--- config.mk ---
export PLATFORM = sky130hd
export DESIGN_NAME = rwcp_div_cell
export DESIGN_NICKNAME = d
export VERILOG_FILES = /design/src/hdl/rwcp_pkg.sv /design/src/hdl/rwcp_div_cell.sv
export SDC_FILE = /design/constraint.sdc
export NUM_CORES = 1
export LEC_CHECK = 0
export BUFFER_PORTS_ARGS = -buffer_cell sky130_fd_sc_hd__buf_2
export CAP_MARGIN = 20
export CORE_MARGIN = 2
export CORE_UTILIZATION = 45
export DETAILED_ROUTE_END_ITERATION = 8
export PLACE_DENSITY = 0.73
export SYNTH_ARGS = -nofsm -noshare
export SYNTH_HDL_FRONTEND = slang
export SYNTH_SLANG_ARGS = --single-unit
--- constraint.sdc ---
create_clock -name aclk -period 5.5 [get_ports aclk]
set_clock_uncertainty 0.05 [all_clocks]
set_input_delay 0.55 -clock aclk [delete_from_list [all_inputs] [get_ports aclk]]
set_output_delay 0.55 -clock aclk [all_outputs]
set_load 0.01 [all_outputs]
--- src/hdl/rwcp_pkg.sv ---
// ----------------------------------------------------------------------------
// rwcp_pkg
// shared types, constants and cosine table helper for the wall column projection
// ----------------------------------------------------------------------------
package rwcp_pkg;

    localparam int COS_TABLE_DEPTH_DEF = 1024;

    // pi/2 in Q16 and Q30
    localparam longint unsigned HALF_PI_Q16 = 64'd102944;
    localparam longint unsigned HALF_PI_Q30 = 64'd1686629713;
    localparam longint unsigned ONE_Q30     = 64'd1 << 30;

    // reciprocal of pi/2 (Q16) for the angle-to-index scaling
    localparam int              RECIP_SHIFT = 48;
    localparam longint unsigned RECIP_FULL  =
        ((64'd1 << RECIP_SHIFT) + HALF_PI_Q16 - 64'd1) / HALF_PI_Q16;
    localparam logic [31:0]     RECIP_Q48   = RECIP_FULL[31:0];

    localparam int DIV_BITS = 24;
    localparam int DEN_W    = 52;

    localparam logic [23:0] HEIGHT_MAX = 24'hFFFFFF;

    // register indexes
    localparam logic [7:0] REG_WINDOW_WIDTH  = 8'd0;
    localparam logic [7:0] REG_WINDOW_HEIGHT = 8'd1;
    localparam logic [7:0] REG_VIEW_SCALE    = 8'd2;
    localparam logic [7:0] REG_MIN_DISTANCE  = 8'd3;

    localparam logic [11:0] WINDOW_WIDTH_RST  = 12'd640;
    localparam logic [11:0] WINDOW_HEIGHT_RST = 12'd480;
    localparam logic [23:0] VIEW_SCALE_RST    = 24'd65536;
    localparam logic [15:0] MIN_DISTANCE_RST  = 16'd66;

    typedef struct packed {
        logic [27:0]        ray_distance;
        logic signed [15:0] angle_offset;
    } in_beat_t;

    typedef struct packed {
        logic [23:0]        slice_height;
        logic signed [23:0] wall_top;
        logic [11:0]        draw_start;
        logic [11:0]        draw_end;
    } out_beat_t;

    // one lane of the restoring divider chain
    typedef struct packed {
        logic                 valid;
        logic                 sat;
        logic [DEN_W-1:0]     rem;
        logic [DEN_W-1:0]     den;
        logic [DIV_BITS-1:0]  quo;
    } div_lane_t;

    // cosine of angle x (Q30) by Taylor series to x^16, rounded to Q1.15
    function automatic logic [15:0] cos_taylor(input longint unsigned x);
        longint unsigned x2;
        longint unsigned term;
        longint          sum;
        longint unsigned r;
        x2   = (x * x) >> 30;
        term = ONE_Q30;
        sum  = longint'(ONE_Q30);
        term = ((term * x2) >> 30) / 2;   sum = sum - longint'(term);
        term = ((term * x2) >> 30) / 12;  sum = sum + longint'(term);
        term = ((term * x2) >> 30) / 30;  sum = sum - longint'(term);
        term = ((term * x2) >> 30) / 56;  sum = sum + longint'(term);
        term = ((term * x2) >> 30) / 90;  sum = sum - longint'(term);
        term = ((term * x2) >> 30) / 132; sum = sum + longint'(term);
        term = ((term * x2) >> 30) / 182; sum = sum - longint'(term);
        term = ((term * x2) >> 30) / 240; sum = sum + longint'(term);
        if (sum < 0) begin
            sum = 0;
        end
        r = (longint'(sum) + 64'd16384) >> 15;
        if (r > 64'd32768) begin
            r = 64'd32768;
        end
        return r[15:0];
    endfunction

endpackage

--- src/hdl/rwcp_div_cell.sv ---
// ----------------------------------------------------------------------------
// rwcp_div_cell
// one restoring divide step, one quotient bit per cell
// ----------------------------------------------------------------------------
module rwcp_div_cell import rwcp_pkg::*; (
    input  logic      aclk,
    input  logic      aresetn,
    input  logic      en,
    input  div_lane_t lane_in,
    output div_lane_t lane_out
);

    logic [DEN_W:0]   rem_dbl;
    logic             take;
    logic [DEN_W:0]   rem_sub;
    logic             valid_reg;
    logic             sat_reg;
    logic [DEN_W-1:0] rem_reg;
    logic [DEN_W-1:0] den_reg;
    logic [DIV_BITS-1:0] quo_reg;

    assign rem_dbl = {lane_in.rem, 1'b0};
    assign take    = rem_dbl >= {1'b0, lane_in.den};
    assign rem_sub = rem_dbl - {1'b0, lane_in.den};

    always_ff @(posedge aclk) begin
        if (!aresetn) begin
            valid_reg <= 1'b0;
        end else if (en) begin
            valid_reg <= lane_in.valid;
        end
    end

    always_ff @(posedge aclk) begin
        if (en) begin
            sat_reg <= lane_in.sat;
            den_reg <= lane_in.den;
            rem_reg <= take ? rem_sub[DEN_W-1:0] : rem_dbl[DEN_W-1:0];
            quo_reg <= {lane_in.quo[DIV_BITS-2:0], take};
        end
    end

    assign lane_out = '{valid: valid_reg, sat: sat_reg, rem: rem_reg,
                        den: den_reg, quo: quo_reg};

endmodule

# Yosys cells after proc, flatten, opt, wreduce, memory -nomap -nowiden
# Index checks and enable logic that the tools add are counted.
# totals
ff_bits	130
input_bits	133
output_inout_bits	130
# classes
add_sub_neg	1
order_cmp	1
n_mux	1
# op_table
op	count
>= comparator 53 x 52 -> 1 bit	1
two-way mux 52 bit	1
subtractor 52 bit	1

# Longest topological paths before layout
# Gate-level depths: netlist (run 1).
# logic_depth
word_depth	2
ltp_mapped	15
ltp_nobuf	12

# Worst setup path after synthesis (run 1)
# OpenSTA, ideal clock, no wires.
# synth_path
path_type	input to register
start	input lane_in[27] (netlist bit)
end	register rem_reg[42], data pin
arrival_ns	2.994
setup_slack_ns	2.196
stages	14
n_path_buf	2
path_cell_list	inv_1 -> ha_1 -> a21o_1 -> a21oi_2 -> a211oi_1 -> o211a_1 -> o2111ai_2 -> nand3_1 -> a31o_2 -> a31oi_4 -> inv_2 -> buf_6 -> buf_6 -> mux2_4
# synth_via
elab_chain_len	2
word_cells_on_any_way	3
cone_classes	add/sub (1); order compare (1); mux (1)
# synth_lines
element	line_no	source
start, declared	rwcp_div_cell.sv:9	input div_lane_t lane_in,
>= comparator 53 x 52 -> 1 bit	rwcp_div_cell.sv:23	assign take = rem_dbl >= {1'b0, lane_in.den};
via take	rwcp_div_cell.sv:14	logic take;
two-way mux 52 bit	rwcp_div_cell.sv:38	rem_reg <= take ? rem_sub[DEN_W-1:0] : rem_dbl[DEN_W-1:0];
end signal, assigned	rwcp_div_cell.sv:38	
end, declared	rwcp_div_cell.sv:18	logic [DEN_W-1:0] rem_reg;
# The timed path passes the listed nets, and every way through them passes these cells.
# A chain may end at the register's enable or synchronous reset.

# Final worst setup path (run 1)
# layout_path
start	input lane_in[27] (netlist bit)
end	register rem_reg[41], data pin
# layout_via
elab_chain_len	2
word_cells_on_any_way	3
cone_classes	add/sub (1); order compare (1); mux (1)
# layout_lines
element	line_no
subtractor 52 bit or >= comparator 53 x 52 -> 1 bit (tied branches)	rwcp_div_cell.sv:24, rwcp_div_cell.sv:23
two-way mux 52 bit (*)	rwcp_div_cell.sv:38
# Mark *: on every way between the ends. The rest lies on a longest branch, timed or not.

==> run summary, run 1 <==
status: finished clean
drt drc: 0
Yosys reg bits: 130
pwr/cell area: 316 nW/um2
multi-input logic area: 3700 um2
Die H: 137 um
final setup vio count: 0
Syn Nets: 906
core area: 17300 um2
number of synthesized flops with an enable pin: 129
DPL Wire Length: 16400 um
slew margin rel.: 40.8%
Int Pwr: 2.25 mW
r2r setup slk: 4.85 ns
Max Freq: 0.245 GHz
Clk Latency, worst-skew pair: 0.42 ns
fin cells: 1220
nature of the critical path endpoint: flip-flop
Synth async-reset ratio: 0%
syn_area_per_cell: 11.0 um2
cell count after synthesis: 720
LEAKAGE: 4.50 nW
DIE AREA: 18700 um2
first-pass GRT wire length: 32400 um
sequential fraction of the synthesis area: 49.0%
startpoint types: input port
num rows: 48
RSZ-0062 raised after global routing: false
Clk pwr share: 36.4%
Detail Route Antenna Nets: 0
Wirelength per Cell: 17.2 um
Hold Crit Class: input port to flip-flop
FF+latch area: 3890 um2
post-CTS setup buffer count: 0
Hold Path End: quo_reg[16]$_DFFE_PP_
Reg clk slew, reported paths: 0.06 ns
Worst Setup Path Type: input port to flip-flop
layout cell share with drive strength beyond 1: 35.7%
# fillers: 1512
r2r startpoint: valid_reg$_SDFFE_PN0P_
Worst Hold Path Cells: 1
Max Transition Viols Final: 0
Period minus WS final: 4.08 ns
Worst-Margin Slew: 0.887 ns
Ports: 263
Place WS: 0.980 ns
final wirelength: 21000 um
setup ws final: 1.42 ns
largest net degree at the start of global routing: 68
GRT Total Usage: 22.4%
Maximum Capacitance Violations: 0
P_sw: 0.935 mW
Die W: 137 um
CTS tree: built
clk buf depth: 2
Pwr Total: 3.18 mW
Final Cycle Share: 74.3%
antenna violations before repair: 1
P&R area growth vs syn: 26.4%
H-tree levels: 4
CP required: 5.62 ns
Min Hold Slack: 0.239 ns
root buffer cell: clkbuf_16
critical path arrival: 4.21 ns
clk sinks: 130
YS warnings: 0
DR vias: 6555
final hold violations: 0
Nets: 1167
number of global-route vias before repair: 6409
reg2reg path depth: 2
Reg power frac: 39.4%
Sw Share: 29.4%
maximum vdd drop: 0.206 mV
Hold Startpoint: lane_in[15]
Comb power frac: 24.2%
Placed Instances: 1187
Initial Util: 46.0%
Fin Setup TNS: 0 ns
Netlist cell types: 65
Cell Area, Synth: 7950 um2
Port Buffers: 261
hold_buf cts: 0
First-pass DRT Iterations: 7
gp weighted congestion: 0.870
CTS Buf Count: 17
Reg2Reg Capture Point: valid_reg$_SDFFE_PN0P_
Via-to-Cell Ratio: 5.37
post-cts resize count: 0
GRT overflow: 0
critical path peak fanout: 37
Main synth FF type: edfxtp_1
initial drt markers: 445
[power groups by stage]
stage	combinational (mW)	clock [mW]	sequential, mW
6_report	0.769	1.16	1.25
3_3_place_gp	0.754	0	1.27
2_1_floorplan	0.420	0	1.34
3_5_place_dp	0.764	0	1.27
4_1_cts	0.771	1.18	1.25
5_1_grt	0.849	1.21	1.26
[synth_stat cells, types with 2 or more instances]
library cell    n  area [um2]
a21oi_1        62         310
o211a_1         2        20.0
mux2_4          6        90.1
o41ai_1         2        17.5
a211oi_1        7        52.6
nand2b_1        4        25.0
inv_1          65         244
a31oi_1         6        37.5
and3_1          6        37.5
a21boi_0        5        37.5
nand3_1         9        45.0
o21a_1          8        60.1
a41oi_1         2        17.5
buf_2           4        20.0
o31ai_1         4        30.0
o211ai_1        6        45.0
o31a_1          2        17.5
or2_2           5        31.3
nand4_1        14        87.6
nor2_1         38         143
nor2b_1         6        37.5
buf_4           2        15.0
xnor2_1        27         236
and4_1          5        43.8
nor4_1          3        18.8
ha_1           52         651
clkbuf_1       13        48.8
o221ai_1        2        17.5
a21o_1         18         135
buf_6           2        22.5
nand2_1        50         188
o21ai_1         4        20.0
a31o_2          3        26.3
edfxtp_1      129        3870
o21ba_2         2        20.0
o21bai_1       12        90.1
mux2_2         39         439
o21ai_0        32         160
nor3_1         10        50.1
xor2_1         18         158
and2_1          6        37.5
mux2i_1         5        50.1
[worst max-delay path, stage by stage]
cell	delay (ns)
buf_2	0.10
inv_1	0.05
ha_1	0.35
and3_1	0.21
o21ai_1	0.13
a211oi_1	0.44
o211a_1	0.26
o2111ai_2	0.14
nand3_1	0.19
a31o_2	0.23
a31oi_4	0.13
inv_2	0.68
buf_4	0.37
mux2_2	0.36
[area by class of cell]
class / instances / area share [%]
clock inverters: 15 / 1.69
multi-input cells: 503 / 36.8
inverters: 66 / 2.46
repair buffers: 263 / 13.2
clock buffers: 17 / 4.23
well taps: 225 / 2.80
flip-flops and latches: 130 / 38.7
diodes: 1 / 0.0249
[logic make-up after synthesis]
group,count (synthesis),synth area share [%]
flops,130,49.0
fa+ha+maj,53,8.43
compound gates,193,15.9
simple gates,161,9.90
mux,51,7.43
xor+xnor,45,4.96
buf+inv,87,4.45
[through the flow]
step / utilization, % / cell area [um2]
2_1_floorplan: - / 7950
3_3_place_gp: 54.7 / 9450
3_5_place_dp: 54.7 / 9450
4_1_cts: 58.1 / 10000
5_1_grt: 58.1 / 10100
6_report: 58.1 / 10100
[metal layers]
layer | up-vias | track usage, % | share of wire, %
met5 | - | 0 | 0
met4 | 0 | 7.96 | 1.9
met3 | 37 | 5.04 | 8.2
met2 | 275 | 36.3 | 47
met1 | 3021 | 29.5 | 43
li1 | 3222 | - | -
[cell usage in the layout, fill, tap and decap left out, types with 27 or more instances in the layout]
cell / count
nor2_1: 38
nand2_1: 50
edfxtp_1: 129
buf_2: 260
mux2_2: 39
xnor2_1: 27
o21ai_0: 32
inv_1: 65
ha_1: 52
a21oi_1: 62
[worst max path at each step]
| stage | from | to | slack, ns | cells after the start |
|---|---|---|---|---|
| after floorplan | lane_in[27] | rem_reg[42]$_DFFE_PP_ | 2.20 | 14 |
| after global placement | lane_in[27] | rem_reg[35]$_DFFE_PP_ | 1.02 | 14 |
| after detailed placement | lane_in[27] | rem_reg[39]$_DFFE_PP_ | 0.98 | 14 |
| after CTS | lane_in[27] | rem_reg[39]$_DFFE_PP_ | 1.40 | 14 |
| after global routing | lane_in[27] | rem_reg[41]$_DFFE_PP_ | 1.12 | 14 |
| final | lane_in[27] | rem_reg[41]$_DFFE_PP_ | 1.42 | 14 |
Power figures use the tool's default switching activity.
==> inputs of run 2 (changes only) <==
==> constraint.sdc (replaced) <==
create_clock -name aclk -period 4.1 [get_ports aclk]
set_clock_uncertainty 0.05 [all_clocks]
set_input_delay 0.41 -clock aclk [delete_from_list [all_inputs] [get_ports aclk]]
set_output_delay 0.41 -clock aclk [all_outputs]
set_load 0.01 [all_outputs]
==> run summary, run 2 (synthesis gave the netlist of run 1 again) <==
DR vias: 6507 (was 6555)
setup ws final: 0.871 ns (was 1.42 ns)
Comb power frac: 24.3% (was 24.2%)
Clk Latency, worst-skew pair: 0.42 ns (about the same)
initial drt markers: 342 (was 445)
layout cell share with drive strength beyond 1: 35.9% (was 35.7%)
most frequent cells in the layout: buf_2 (260), edfxtp_1 (129), inv_1 (65) (unchanged)
number of global-route vias before repair: 6443 (was 6409)
Clk pwr share: 36.4% (about the same)
P&R area growth vs syn: 27.1% (was 26.4%)
status: finished clean (unchanged)
Reg clk slew, reported paths: 0.06 ns (about the same)
Die W: 137 um (unchanged)
Ports: 263 (unchanged)
root buffer cell: clkbuf_16 (unchanged)
startpoint types: input port (unchanged)
slew margin rel.: 36.6% (was 40.8%)
LEAKAGE: 4.52 nW (was 4.50 nW)
CTS Buf Count: 17 (unchanged)
hold_buf cts: 0 (unchanged)
CTS tree: built (unchanged)
commonest non-fill, non-tap cell in the layout: buf_2 (unchanged)
Place WS: 0.439 ns (was 0.980 ns)
num rows: 48 (unchanged)
first-pass GRT wire length: 32200 um (was 32400 um)
Via-to-Cell Ratio: 5.30 (was 5.37)
Nets: 1172 (was 1167)
Wirelength per Cell: 17.1 um (was 17.2 um)
Hold Crit Class: input port to flip-flop (unchanged)
GRT overflow: 0 (unchanged)
Max Transition Viols Final: 0 (unchanged)
antenna violations before repair: 3 (was 1)
nature of the critical path endpoint: flip-flop (unchanged)
Placed Instances: 1192 (was 1187)
Maximum Capacitance Violations: 0 (unchanged)
Fin Setup TNS: 0 ns (unchanged)
clk sinks: 130 (unchanged)
H-tree levels: 4 (unchanged)
drt drc: 0 (unchanged)
First-pass DRT Iterations: 5 (was 7)
Detail Route Antenna Nets: 0 (unchanged)
Int Pwr: 3.02 mW (was 2.25 mW)
Layout Utilization: 58.4% (was 58.1%)
Pwr Total: 4.28 mW (was 3.18 mW)
Sw Share: 29.3% (was 29.4%)
Initial Util: 46.0% (unchanged)
post-CTS setup buffer count: 0 (unchanged)
gp weighted congestion: 0.884 (was 0.870)
pwr/cell area: 423 nW/um2 (was 316 nW/um2)
Worst-Margin Slew: 0.951 ns (was 0.887 ns)
critical path peak fanout: 6 (was 37)
Die H: 137 um (unchanged)
final hold violations: 0 (unchanged)
RSZ-0062 raised after global routing: false (unchanged)
DIE AREA: 18700 um2 (unchanged)
Worst Setup Path Type: input port to flip-flop (unchanged)
maximum vdd drop: 0.287 mV (was 0.206 mV)
Final Cycle Share: 78.8%
fin cells: 1227 (was 1220)
DPL Wire Length: 16400 um (about the same)
core area: 17300 um2 (unchanged)
post-cts resize count: 0 (unchanged)
Max Freq: 0.310 GHz
P_sw: 1.25 mW (was 0.935 mW)
critical path arrival: 3.35 ns (was 4.21 ns)
clk buf depth: 2 (unchanged)
final wirelength: 20900 um (was 21000 um)
Reg power frac: 39.3% (was 39.4%)
GRT Total Usage: 22.4% (about the same)
final setup vio count: 0 (unchanged)
Port Buffers: 261 (unchanged)
largest net degree at the start of global routing: 104 (was 68)
CP required: 4.23 ns (was 5.62 ns)
Period minus WS final: 3.23 ns
[run 2: worst paths after layout]
path,start,end,cells past startpoint,slack [ns]
max,lane_in[40],rem_reg[35]$_DFFE_PP_,12,0.87
max reg2reg,valid_reg$_SDFFE_PN0P_,valid_reg$_SDFFE_PN0P_,2,3.46
min reg2reg,valid_reg$_SDFFE_PN0P_,valid_reg$_SDFFE_PN0P_,2,0.48
min,lane_in[128],sat_reg$_DFFE_PP_,1,0.11
[run 2: area by class of cell]
type                       count  area, um2
fill                        1522       7190
sequential                   130       3890
multi-input combinational    503       3700
timing repair buffer         268       1380
clock buffer                  17        425
tap                          225        282
inverter                      66        248
clock inverter                15        171
antenna                        3       7.51
[run 2: routing by layer]
layer / vias up / global-route usage (%) / share of wire, % / routed length (um)
met4: 0 / 7.10 / 1.9 / 389
li1: 3237 / - / - / -
met5: - / 0 / 0 / 0
met3: 31 / 7.00 / 8.5 / 1780
met1: 2986 / 28.2 / 43 / 8970
met2: 253 / 36.5 / 47 / 9790
[run 2: metrics by stage]
stage               hold WS (ns)  area [um2]
floorplan                  0.434        7950
global placement           0.443        9500
detailed placement         0.466        9500
CTS                       0.0956       10100
global route              0.0913       10100
finish                     0.112       10100
[run 2: critical path, cell delays in order]
cell	delay (ns)
buf_2	0.08
inv_1	0.04
ha_1	0.36
a21oi_1	0.23
o211ai_1	0.15
a211oi_1	0.42
o21ai_0	0.21
or2_2	0.32
o21ai_0	0.52
nand2_1	0.18
xor2_1	0.17
mux2_2	0.26
[run 2: power groups by stage]
stage	Sequential (mW)	Clock, mW	Combinational (mW)
final	1.68	1.56	1.04
after floorplan	1.80	0	0.564
after global placement	1.71	0	1.02
after global routing	1.69	1.64	1.15
after detailed placement	1.71	0	1.03
after CTS	1.68	1.58	1.04
